$ cat src/hw/rtl/u2d_pkg.sv
// Shared types and constants for the UTF-8 to UCS-2 decoder.
`default_nettype none

package u2d_pkg;

    // Default number of entries in the queue between front and back.
    localparam int QueueDepth = 2;

    // Byte classes, decided from the byte alone.
    typedef enum logic [2:0] {
        CLS_ASCII = 3'd0,   // 0xxxxxxx
        CLS_LEAD2 = 3'd1,   // 110xxxxx
        CLS_LEAD3 = 3'd2,   // 1110xxxx
        CLS_CONT  = 3'd3,   // 10xxxxxx
        CLS_BAD   = 3'd4    // 1111xxxx
    } u2d_class_t;

    // Result status codes.
    typedef enum logic [1:0] {
        STATUS_OK      = 2'd0,
        STATUS_ERROR   = 2'd1,
        STATUS_PARTIAL = 2'd2
    } u2d_status_t;

    // One classified item as it travels through the queue.
    typedef struct packed {
        u2d_class_t  cls;
        logic [7:0]  data;
        logic        last;
    } u2d_entry_t;

endpackage

`default_nettype wire

$ cat src/hw/rtl/u2d_front.sv
// Front stage: accepts input bytes, classifies them and pushes them to the queue.
`default_nettype none

module u2d_front (
    input  wire logic               aclk,
    input  wire logic               aresetn,
    input  wire logic               s_valid,
    output logic                    s_ready,
    input  wire logic [7:0]         s_in_byte,
    input  wire logic               s_end_of_buffer,
    output logic                    push_valid,
    input  wire logic               push_ready,
    output u2d_pkg::u2d_entry_t     push_entry
);

    logic                 valid_reg;
    logic                 valid_next;
    u2d_pkg::u2d_entry_t  entry_reg;
    u2d_pkg::u2d_entry_t  entry_next;
    u2d_pkg::u2d_class_t  cls;

    always_comb begin
        if (s_in_byte[7] == 1'b0) begin
            cls = u2d_pkg::CLS_ASCII;
        end else if (s_in_byte[6] == 1'b0) begin
            cls = u2d_pkg::CLS_CONT;
        end else if (s_in_byte[5] == 1'b0) begin
            cls = u2d_pkg::CLS_LEAD2;
        end else if (s_in_byte[4] == 1'b0) begin
            cls = u2d_pkg::CLS_LEAD3;
        end else begin
            cls = u2d_pkg::CLS_BAD;
        end
    end

    // Take a new item whenever the register is empty or the held one leaves in the same cycle.
    assign s_ready = !valid_reg || push_ready;

    always_comb begin
        valid_next = valid_reg;
        entry_next = entry_reg;
        if (s_valid && s_ready) begin
            valid_next      = 1'b1;
            entry_next.cls  = cls;
            entry_next.data = s_in_byte;
            entry_next.last = s_end_of_buffer;
        end else if (push_ready) begin
            valid_next = 1'b0;
        end
    end

    always_ff @(posedge aclk) begin
        if (!aresetn) begin
            valid_reg <= 1'b0;
        end else begin
            valid_reg <= valid_next;
        end
        entry_reg <= entry_next;
    end

    assign push_valid = valid_reg;
    assign push_entry = entry_reg;

endmodule

`default_nettype wire

$ cat src/hw/rtl/u2d_queue.sv
// Short queue of classified items between the front and back stages.
`default_nettype none

module u2d_queue #(
    parameter int DEPTH = u2d_pkg::QueueDepth
) (
    input  wire logic                 aclk,
    input  wire logic                 aresetn,
    input  wire logic                 push_valid,
    output logic                      push_ready,
    input  wire u2d_pkg::u2d_entry_t  push_entry,
    output logic                      pop_valid,
    input  wire logic                 pop_ready,
    output u2d_pkg::u2d_entry_t       pop_entry
);

    localparam int PTR_W = (DEPTH > 1) ? $clog2(DEPTH) : 1;
    localparam int CNT_W = $clog2(DEPTH + 1);

    u2d_pkg::u2d_entry_t  entries_reg [DEPTH];
    logic [PTR_W-1:0]     wr_ptr_reg;
    logic [PTR_W-1:0]     wr_ptr_next;
    logic [PTR_W-1:0]     rd_ptr_reg;
    logic [PTR_W-1:0]     rd_ptr_next;
    logic [CNT_W-1:0]     count_reg;
    logic [CNT_W-1:0]     count_next;
    logic                 push;
    logic                 pop;

    assign push_ready = (count_reg != CNT_W'(DEPTH));
    assign pop_valid  = (count_reg != '0);
    assign push       = push_valid && push_ready;
    assign pop        = pop_ready && pop_valid;
    assign pop_entry  = entries_reg[rd_ptr_reg];

    always_comb begin
        wr_ptr_next = wr_ptr_reg;
        rd_ptr_next = rd_ptr_reg;
        count_next  = count_reg;
        if (push) begin
            wr_ptr_next = (wr_ptr_reg == PTR_W'(DEPTH - 1)) ? '0 : wr_ptr_reg + 1'b1;
        end
        if (pop) begin
            rd_ptr_next = (rd_ptr_reg == PTR_W'(DEPTH - 1)) ? '0 : rd_ptr_reg + 1'b1;
        end
        if (push && !pop) begin
            count_next = count_reg + 1'b1;
        end else if (pop && !push) begin
            count_next = count_reg - 1'b1;
        end
    end

    always_ff @(posedge aclk) begin
        if (!aresetn) begin
            wr_ptr_reg <= '0;
            rd_ptr_reg <= '0;
            count_reg  <= '0;
        end else begin
            wr_ptr_reg <= wr_ptr_next;
            rd_ptr_reg <= rd_ptr_next;
            count_reg  <= count_next;
        end
        if (push) begin
            entries_reg[wr_ptr_reg] <= push_entry;
        end
    end

    count_in_range: assert property (@(posedge aclk) disable iff (!aresetn)
        count_reg <= CNT_W'(DEPTH))
        else $error("queue count beyond depth");

    count_tracks_ops: assert property (@(posedge aclk) disable iff (!aresetn)
        (push && !pop) |=> (count_reg == $past(count_reg) + 1'b1))
        else $error("queue count did not advance on push");

    full_blocks_push: assert property (@(posedge aclk) disable iff (!aresetn)
        (count_reg == CNT_W'(DEPTH)) |-> !push)
        else $error("push into full queue");

endmodule

`default_nettype wire

$ cat src/hw/rtl/u2d_back.sv
// Back stage: assembles sequences from classified items and holds the result register.
`default_nettype none

module u2d_back (
    input  wire logic                 aclk,
    input  wire logic                 aresetn,
    input  wire logic                 pop_valid,
    output logic                      pop_ready,
    input  wire u2d_pkg::u2d_entry_t  pop_entry,
    output logic                      m_valid,
    input  wire logic                 m_ready,
    output logic [15:0]               m_code_point,
    output logic [1:0]                m_bytes_used,
    output logic [1:0]                m_status
);

    localparam logic [1:0] SeqNone  = 2'd0;
    localparam logic [1:0] SeqTwo   = 2'd2;
    localparam logic [1:0] SeqThree = 2'd3;

    logic [1:0]   seq_length_reg;
    logic [1:0]   seq_length_next;
    logic [1:0]   bytes_seen_reg;
    logic [1:0]   bytes_seen_next;
    logic [9:0]   partial_reg;
    logic [9:0]   partial_next;
    logic         m_valid_reg;
    logic         m_valid_next;
    logic [15:0]  cp_reg;
    logic [15:0]  cp_next;
    logic [1:0]   used_reg;
    logic [1:0]   used_next;
    logic [1:0]   status_reg;
    logic [1:0]   status_next;

    logic         pop;
    logic         emit;
    logic [15:0]  res_cp;
    logic [1:0]   res_used;
    logic [1:0]   res_status;
    logic [15:0]  acc;
    logic [1:0]   seen;

    assign pop_ready = !m_valid_reg || m_ready;
    assign pop       = pop_valid && pop_ready;

    assign acc  = {partial_reg, pop_entry.data[5:0]};
    assign seen = bytes_seen_reg + 2'd1;

    // Sequence state and result for the item at the head of the queue.
    always_comb begin
        seq_length_next = seq_length_reg;
        bytes_seen_next = bytes_seen_reg;
        partial_next    = partial_reg;
        emit            = 1'b0;
        res_cp          = '0;
        res_used        = '0;
        res_status      = u2d_pkg::STATUS_OK;
        if (!(seq_length_reg inside {SeqTwo, SeqThree})) begin
            seq_length_next = SeqNone;
            bytes_seen_next = '0;
            partial_next    = '0;
            case (pop_entry.cls)
                u2d_pkg::CLS_ASCII: begin
                    emit     = 1'b1;
                    res_cp   = {8'd0, pop_entry.data};
                    res_used = 2'd1;
                end
                u2d_pkg::CLS_LEAD2, u2d_pkg::CLS_LEAD3: begin
                    if (pop_entry.last) begin
                        emit       = 1'b1;
                        res_status = u2d_pkg::STATUS_PARTIAL;
                    end else if (pop_entry.cls == u2d_pkg::CLS_LEAD2) begin
                        seq_length_next = SeqTwo;
                        bytes_seen_next = 2'd1;
                        partial_next    = {5'd0, pop_entry.data[4:0]};
                    end else begin
                        seq_length_next = SeqThree;
                        bytes_seen_next = 2'd1;
                        partial_next    = {6'd0, pop_entry.data[3:0]};
                    end
                end
                default: begin
                    emit       = 1'b1;
                    res_status = u2d_pkg::STATUS_ERROR;
                end
            endcase
        end else if (pop_entry.cls != u2d_pkg::CLS_CONT) begin
            // Drop the pending sequence along with the bad byte.
            seq_length_next = SeqNone;
            bytes_seen_next = '0;
            partial_next    = '0;
            emit            = 1'b1;
            res_status      = u2d_pkg::STATUS_ERROR;
        end else if (seen >= seq_length_reg) begin
            seq_length_next = SeqNone;
            bytes_seen_next = '0;
            partial_next    = '0;
            emit            = 1'b1;
            res_cp          = acc;
            res_used        = seq_length_reg;
        end else if (pop_entry.last) begin
            seq_length_next = SeqNone;
            bytes_seen_next = '0;
            partial_next    = '0;
            emit            = 1'b1;
            res_status      = u2d_pkg::STATUS_PARTIAL;
        end else begin
            bytes_seen_next = seen;
            partial_next    = acc[9:0];
        end
    end

    always_comb begin
        m_valid_next = m_valid_reg;
        cp_next      = cp_reg;
        used_next    = used_reg;
        status_next  = status_reg;
        if (pop && emit) begin
            m_valid_next = 1'b1;
            cp_next      = res_cp;
            used_next    = res_used;
            status_next  = res_status;
        end else if (m_ready) begin
            m_valid_next = 1'b0;
        end
    end

    always_ff @(posedge aclk) begin
        if (!aresetn) begin
            seq_length_reg <= SeqNone;
            bytes_seen_reg <= '0;
            partial_reg    <= '0;
            m_valid_reg    <= 1'b0;
        end else begin
            if (pop) begin
                seq_length_reg <= seq_length_next;
                bytes_seen_reg <= bytes_seen_next;
                partial_reg    <= partial_next;
            end
            m_valid_reg <= m_valid_next;
        end
        cp_reg     <= cp_next;
        used_reg   <= used_next;
        status_reg <= status_next;
    end

    assign m_valid      = m_valid_reg;
    assign m_code_point = cp_reg;
    assign m_bytes_used = used_reg;
    assign m_status     = status_reg;

    no_length_one: assert property (@(posedge aclk) disable iff (!aresetn)
        seq_length_reg != 2'd1)
        else $error("pending length of one");

    idle_is_clear: assert property (@(posedge aclk) disable iff (!aresetn)
        (seq_length_reg == SeqNone) |-> (bytes_seen_reg == 2'd0 && partial_reg == 10'd0))
        else $error("idle decoder holds leftover state");

    pending_count_ok: assert property (@(posedge aclk) disable iff (!aresetn)
        (seq_length_reg != SeqNone) |->
            (bytes_seen_reg != 2'd0 && bytes_seen_reg < seq_length_reg))
        else $error("pending byte count out of range");

    bad_result_is_zero: assert property (@(posedge aclk) disable iff (!aresetn)
        (m_valid_reg && status_reg != u2d_pkg::STATUS_OK) |->
            (cp_reg == 16'd0 && used_reg == 2'd0))
        else $error("error or partial result carries data");

    good_result_has_length: assert property (@(posedge aclk) disable iff (!aresetn)
        (m_valid_reg && status_reg == u2d_pkg::STATUS_OK) |-> (used_reg != 2'd0))
        else $error("character result without byte count");

endmodule

`default_nettype wire

$ cat src/hw/rtl/utf8_to_ucs2_decoder.sv
// Top level of the UTF-8 to UCS-2 decoder: front, queue and back stages.
//
//  channel | direction | handshake          | payload
//  --------+-----------+--------------------+-------------------------------------------
//  s_      | in        | s_valid / s_ready  | s_in_byte[7:0], s_end_of_buffer
//  m_      | out       | m_valid / m_ready  | m_code_point[15:0], m_bytes_used[1:0],
//          |           |                    | m_status[1:0]
//
// Unless stalled, one byte is accepted per clock; the back stage pops one byte per cycle.
// With an empty queue, a byte that yields a result is held in the front register, a queue
// entry and the output register, in that order, before m_valid rises.
// aresetn is synchronous and active low; it empties the queue and drops any pending sequence.
// When m_ready stays low the output register, queue and front register fill in turn,
// then s_ready falls; all resume at full rate as neighbors move, a full queue after a pop.
`default_nettype none

module utf8_to_ucs2_decoder #(
    parameter int QUEUE_DEPTH = u2d_pkg::QueueDepth
) (
    input  wire logic         aclk,
    input  wire logic         aresetn,
    input  wire logic         s_valid,
    output logic              s_ready,
    input  wire logic [7:0]   s_in_byte,
    input  wire logic         s_end_of_buffer,
    output logic              m_valid,
    input  wire logic         m_ready,
    output logic [15:0]       m_code_point,
    output logic [1:0]        m_bytes_used,
    output logic [1:0]        m_status
);

    logic                 push_valid;
    logic                 push_ready;
    u2d_pkg::u2d_entry_t  push_entry;
    logic                 pop_valid;
    logic                 pop_ready;
    u2d_pkg::u2d_entry_t  pop_entry;

    u2d_front u_front (
        .aclk            (aclk),
        .aresetn         (aresetn),
        .s_valid         (s_valid),
        .s_ready         (s_ready),
        .s_in_byte       (s_in_byte),
        .s_end_of_buffer (s_end_of_buffer),
        .push_valid      (push_valid),
        .push_ready      (push_ready),
        .push_entry      (push_entry)
    );

    u2d_queue #(
        .DEPTH (QUEUE_DEPTH)
    ) u_queue (
        .aclk       (aclk),
        .aresetn    (aresetn),
        .push_valid (push_valid),
        .push_ready (push_ready),
        .push_entry (push_entry),
        .pop_valid  (pop_valid),
        .pop_ready  (pop_ready),
        .pop_entry  (pop_entry)
    );

    u2d_back u_back (
        .aclk         (aclk),
        .aresetn      (aresetn),
        .pop_valid    (pop_valid),
        .pop_ready    (pop_ready),
        .pop_entry    (pop_entry),
        .m_valid      (m_valid),
        .m_ready      (m_ready),
        .m_code_point (m_code_point),
        .m_bytes_used (m_bytes_used),
        .m_status     (m_status)
    );

endmodule

`default_nettype wire

$ cat config.mk
export PLATFORM = sky130hd
export DESIGN_NAME = utf8_to_ucs2_decoder
export DESIGN_NICKNAME = d
export VERILOG_FILES = /design/src/hw/rtl/u2d_pkg.sv /design/src/hw/rtl/u2d_front.sv /design/src/hw/rtl/u2d_queue.sv /design/src/hw/rtl/u2d_back.sv /design/src/hw/rtl/utf8_to_ucs2_decoder.sv
export SDC_FILE = /design/constraint.sdc
export NUM_CORES = 1
export LEC_CHECK = 0
export BUFFER_PORTS_ARGS = -buffer_cell sky130_fd_sc_hd__buf_4
export CAP_MARGIN = 15
export CORE_MARGIN = 3
export CORE_UTILIZATION = 50
export DETAILED_ROUTE_END_ITERATION = 12
export PLACE_DENSITY = 0.76
export SYNTH_ARGS = -nofsm -noshare
export SYNTH_HDL_FRONTEND = slang
export SYNTH_HIERARCHICAL = 1
export SYNTH_SLANG_ARGS = --single-unit
$ cat constraint.sdc
create_clock -name aclk -period 7.1 [get_ports aclk]
set_input_delay 1.775 -clock aclk [delete_from_list [all_inputs] [get_ports aclk]]
set_output_delay 1.775 -clock aclk [all_outputs]
set_load 0.01 [all_outputs]
==> results.toml, run 1 <==
[sta]
fin_skew_ns = 0.0107
tightestPinTransition_ns = 1.06
max_freq_mhz = 328
post-route-min-period_ns = 3.05
hold_viol = 0
setup_ws_ns = 4.05
rsz0062_at_grt = "no"
max-slew-margin-rel = 0.290
slew_violations = 0
setup-tns-final_ns = 0
setup_viol = 0
fin_crit_sh = 0.429

[run_status]
outcome = "finished, final reports clean"

[setup_path]
crit_path_start_kind = "input port"
critical_path_arrival_ns = 3.01
critPathKind = "input port to flop"
slowest_delay_ns = 0.79
path_cells = "buf_4 -> nand2b_1 -> nand2_1 -> a21oi_2"
cp.required_ns = 7.07
cp-end-kind = "flop"
cp_max_fo = 20
cpMaxStageDelayCell = "a21oi_2"

[die]
fp.dieW_um = 85.0
num_rows = 28
dieArea_um2 = 7230
die_h_um = 85.0
num_io_pins = 35
core_area_um2 = 5990
initial_core_util = 0.521

[place]
io_buffers = 34
gp_congestion = 0.759
hpwl_um = 3210
pre_cts_ws_ns = 3.66

[clock_network]
clkSlewWorstSetupHoldPaths_ns = 0.07
cts_setup_buffers = 0
cts_max_path_buffers = 2
htree_levels = 3
cts_root_buffer = "clkbuf_8"
cts_tree = "done"
cts_resized = 0
cts_buffers = 9
clock_sinks = 77
clock_latency_ns = 0.35
cts_hold_buf = 0

[power]
total_leakage_power_nw = 1.38
powerDensity_nw_per_um2 = 376
vdd_drop_max_uv = 211

[drt]
routed_via_density = 5.24
ant_nets = 0
drtPass1Iterations = 4
drtIter0Drc = 95
wl_um = 4610
wl_per_cell_um = 14.4
drc = 0
via_count = 1677

[yosys]
yosysWarnings = 6
yosysUniqueCellTypes = 48
ys_ff_latch = 77
async_flop_share = 0
synth_top_cell_by_area = "edfxtp_1"
synth.most_common_cell = "edfxtp_1"
seq_area_frac_synth = 0.673
syn_nets = 219
synthTopCellsByArea = "edfxtp_1 (54%), dfxtp_1 (13%), mux2_2 (4.3%)"
avgSynthCellArea_um2 = 15.4
syn_inst = 203
synth_area_um2 = 3120
ys_top_cells_by_count = "edfxtp_1 (56), dfxtp_1 (21), and2_1 (13)"
synth.top_cell.area_share = 0.538
synth_edf_count = 56
ys.flop_type = "edfxtp_1"

[global_route]
grt_pass1_vias = 1615
grt_use_total = 0.138
grt_overflow = 0
antenna_found_initial = 0
grt_pass1_wl_um = 7530
grt_start_max_net_pins = 21

[job]
maxCapViolCount = 0

[finish]
area_growth_pct = 16.7
largest_register_ffs = 24
n_antenna_cell = 0
nets = 256
drive_above_1_share = 0.318

[worst_hold_path]
min_path_type = "flop to flop"
==> area by class of cell <==
cell class	instances	area, um2
well taps	75	93.8
flip-flops and latches	77	2100
repair buffers	34	255
inverters	5	18.8
fillers	465	2350
clock buffers	10	128
clock inverters	6	113
multi-input cells	113	935
==> routing by layer <==
layer	share of wire	routed length [um]	global-route usage	vias up
li1	-	-	-	836
met2	0.46	2140	0.209	35
met3	0.048	222	0.0340	12
met5	0	0	0	-
met4	0.035	160	0.108	0
met1	0.45	2090	0.170	794
==> cells by family (layout without fill, tap and decap cells) <==
group	count (synthesis)	count (layout)	synth area share
xor+xnor	5	5	0.0140
simple gates	54	54	0.125
flops	77	77	0.673
fa+ha+maj	3	3	0.0120
buf+inv	13	55	0.0288
mux	12	12	0.0433
compound gates	39	39	0.104
==> worst paths after layout <==
path / startpoint / to / slack, ns / cells past startpoint
worst max register to register: flop / u_back/m_code_point[10] / 4.24 / 5
worst min-delay path: u_front/push_entry[6] / u_queue/entries_reg[0][6] / 0.45 / 0
worst max-delay path: m_ready / u_back/m_code_point[10] / 4.05 / 4
worst min register to register: u_front/push_entry[6] / u_queue/entries_reg[0][6] / 0.45 / 0
==> cells in the final DEF, fill, tap and decap left out, drive strengths merged, types with 4 or more instances in the layout <==
master	count
and2	14
nand2b	5
edfxtp	56
o21ai	6
buf	34
a21o	4
nor2	6
clkbuf	10
a22o	11
nand2	6
mux2	12
a21oi	4
a21boi	8
dfxtp	21
inv	5
nor3b	6
==> per-stage QoR <==
| step | std cells | util | hold WS, ns | instance area, um2 | power [W] |
|---|---|---|---|---|---|
| 6_report | 320 | 0.608 | 0.448 | 3640 | 0.00137 |
| 3_5_place_dp | 304 | 0.568 | 0.431 | 3400 | 0.000992 |
| 4_1_cts | 320 | 0.608 | 0.447 | 3640 | 0.00138 |
| 2_1_floorplan | 203 | - | 0.417 | 3120 | 0.000886 |
| 5_1_grt | 320 | 0.608 | 0.469 | 3640 | 0.00144 |
| 3_3_place_gp | 304 | 0.568 | 0.423 | 3400 | 0.000980 |
==> where the power goes <==
group | internal [W] | switching (W) | total (W)
combinational | 0.000160 | 0.000191 | 0.000351
sequential | 0.000584 | 0.0000440 | 0.000628
clock | 0.000234 | 0.000156 | 0.000390
==> critical path: cells and delay by family <==
family                 cells  cell delay (ns)
AND/OR/NAND/NOR            2             0.37
buffers and inverters      1             0.07
AO/OA/AOI/OAI              1             0.79
Note: power is estimated with default switching activity, not from simulation.
==> inputs of run 2 (changes only) <==
--- a/config.mk
+++ b/config.mk
@@ -5,6 +5,7 @@
 export SDC_FILE = /design/constraint.sdc
 export NUM_CORES = 1
 export LEC_CHECK = 0
+export ABC_AREA = 1
 export BUFFER_PORTS_ARGS = -buffer_cell sky130_fd_sc_hd__buf_4
 export CAP_MARGIN = 15
 export CORE_MARGIN = 3
==> constraint.sdc (replaced) <==
create_clock -name aclk -period 3.2 [get_ports aclk]
set_input_delay 0.8 -clock aclk [delete_from_list [all_inputs] [get_ports aclk]]
set_output_delay 0.8 -clock aclk [all_outputs]
set_load 0.01 [all_outputs]
==> results.toml, run 2 <==
[yosys]
syn_inst = 267
synth_edf_count = 56
ys_ff_latch = 77
seq_area_frac_synth = 0.671
async_flop_share = 0
ys.flop_type = "edfxtp_1"
synthTopCellsByArea = "edfxtp_1 (54%), dfxtp_1 (13%), inv_1 (4.9%)"
synth.top_cell.area_share = 0.537
synth.most_common_cell = "edfxtp_1"
synth_top_cell_by_area = "edfxtp_1"
synth_area_um2 = 3130
syn_nets = 283
ys_top_cells_by_count = "edfxtp_1 (56), inv_1 (41), nor2_1 (34)"
avgSynthCellArea_um2 = 11.7
yosysUniqueCellTypes = 27
yosysWarnings = 6

[clock_network]
cts_tree = "done"
clock_latency_ns = 0.34
cts_buffers = 9
cts_max_path_buffers = 2
clkSlewWorstSetupHoldPaths_ns = 0.07
cts_resized = 0
cts_setup_buffers = 0
cts_root_buffer = "clkbuf_8"
htree_levels = 3
cts_hold_buf = 0
clock_sinks = 77

[global_route]
antenna_found_initial = 0
grt_overflow = 0
grt_pass1_vias = 1828
grt_use_total = 0.141
grt_pass1_wl_um = 7760
grt_start_max_net_pins = 25

[worst_hold_path]
whs_endpoint = "u_queue/entries_reg[1][9]"
min_delay_path_depth = 0
min_path_type = "flop to flop"
min_from = "u_front/push_entry[9]"

[finish]
final_cells = 391
final_common_cell = "edfxtp_1"
multi_input_area_um2 = 823
drive_above_1_share = 0.297
fill_cells = 464
final_cell_mix = "edfxtp_1 (56), inv_1 (41), buf_4 (37)"
largest_register_ffs = 24
n_antenna_cell = 0
area_growth_pct = 17.7
nets = 327
ff_latch_area_um2 = 2100
stdcell_area_um2 = 3680

[power]
powerDensity_nw_per_um2 = 939
vdd_drop_max_uv = 454
total_leakage_power_nw = 1.53

[setup_path]
critical_path_arrival_ns = 2.32
r2r-end = "u_back/m_code_point[14]"
cpMaxStageDelayCell = "dfxtp_1"
critPathKind = "flop to flop"
path_cells = "mux2_4 -> inv_1 -> nand2_1 -> nand2_1 -> nor2_1 -> nor2_1 -> nand2_2 -> inv_1 -> buf_4"
reg2reg_slack_ns = 0.90
cp-end-kind = "flop"
reg2regPathDepth = 9
cp.required_ns = 3.23
cp_max_fo = 20
slowest_delay_ns = 0.75
crit_path_start_kind = "flop"

[die]
initial_core_util = 0.523
die_h_um = 85.1
num_io_pins = 35
num_rows = 28
fp.dieW_um = 85.1
dieArea_um2 = 7250
core_area_um2 = 5990

[drt]
wl_per_cell_um = 12.2
ant_nets = 0
routed_via_density = 4.85
drc = 0
highest_layer = "met4"
wl_um = 4760
via_count = 1895
wl_met3_um = 308
drtPass1Iterations = 4
wl_met2_um = 2390
drtIter0Drc = 111
wl_met1_um = 1940

[place]
dpl_cell_area_um2 = 3470
dp_cells = 375
io_buffers = 34
hpwl_um = 3450
gp_congestion = 0.880

[sta]
post-route-min-period_ns = 2.30
setup_viol = 0
max_freq_mhz = 436
max-slew-margin-rel = 0.329
slew_violations = 0
tightestPinTransition_ns = 1.00
setup-tns-final_ns = 0
hold_viol = 0
fin_skew_ns = 0.00469
rsz0062_at_grt = "no"
fin_crit_sh = 0.718

[job]
maxCapViolCount = 0

[run_status]
outcome = "finished, final reports clean"
[run 2: changes by cell type in the layout (fill, tap and decap cells not counted), moves of 9 or more]
cell | previous run | this run
a21oi_1 | 2 | 13
inv_1 | 5 | 41
and2_1 | 13 | 0
nor2_2 | 0 | 9
o21ai_0 | 4 | 15
nor2_1 | 4 | 34
mux2_4 | 0 | 10
nand2_1 | 6 | 31
mux2_2 | 12 | 2
a22o_1 | 11 | 0
[run 2: report_power, final]
group	internal [W]	switching [W]
combinational	0.000482	0.000664
sequential	0.00141	0.000139
clock	0.000434	0.000332
total	0.00232	0.00114
[run 2: logic make-up after synthesis]
| logic type | synth area share |
|---|---|
| compound gates | 0.0583 |
| xor+xnor | 0.00280 |
| mux | 0.0551 |
| fa+ha+maj | 0.0120 |
| simple gates | 0.135 |
| buf+inv | 0.0659 |
| flops | 0.671 |
[run 2: critical path: cells and delay by family (launching register included)]
family	cells	cell delay, ns
buf+inv	3	0.41
flops	1	0.75
mux	1	0.36
simple gates	5	0.46
[run 2: layout make-up]
cell class	instances	area share
clock buffer	9	0.0336
inverter	46	0.0472
tap	75	0.0255
multi-input combinational	140	0.223
clock inverter	7	0.0244
timing repair buffer	37	0.0754
sequential	77	0.570
[run 2: metal layers]
metal / track usage / vias to the layer above
met5: 0 / -
met4: 0.0978 / 0
met3: 0.0359 / 13
met2: 0.239 / 54
met1: 0.155 / 867
li1: - / 961
[run 2: how the worst max path moves through the flow]
stage	start	endpoint	slack (ns)	cells after the start
floorplan	flop	u_back/m_bytes_used[0]	1.12	9
global placement	flop	u_back/m_code_point[7]	0.99	9
detailed placement	flop	u_back/m_code_point[7]	0.92	9
CTS	flop	u_back/m_code_point[6]	0.91	9
global route	flop	u_back/m_code_point[14]	0.78	9
finish	flop	u_back/m_code_point[14]	0.90	9
[run 2: through the flow]
stage | total power (W) | hold WS (ns) | utilization | worst slack, ns
floorplan | 0.00234 | 0.421 | - | 1.12
global placement | 0.00268 | 0.424 | 0.579 | 0.994
detailed placement | 0.00272 | 0.435 | 0.579 | 0.922
CTS | 0.00350 | 0.452 | 0.615 | 0.905
global route | 0.00369 | 0.461 | 0.615 | 0.779
finish | 0.00346 | 0.449 | 0.615 | 0.904
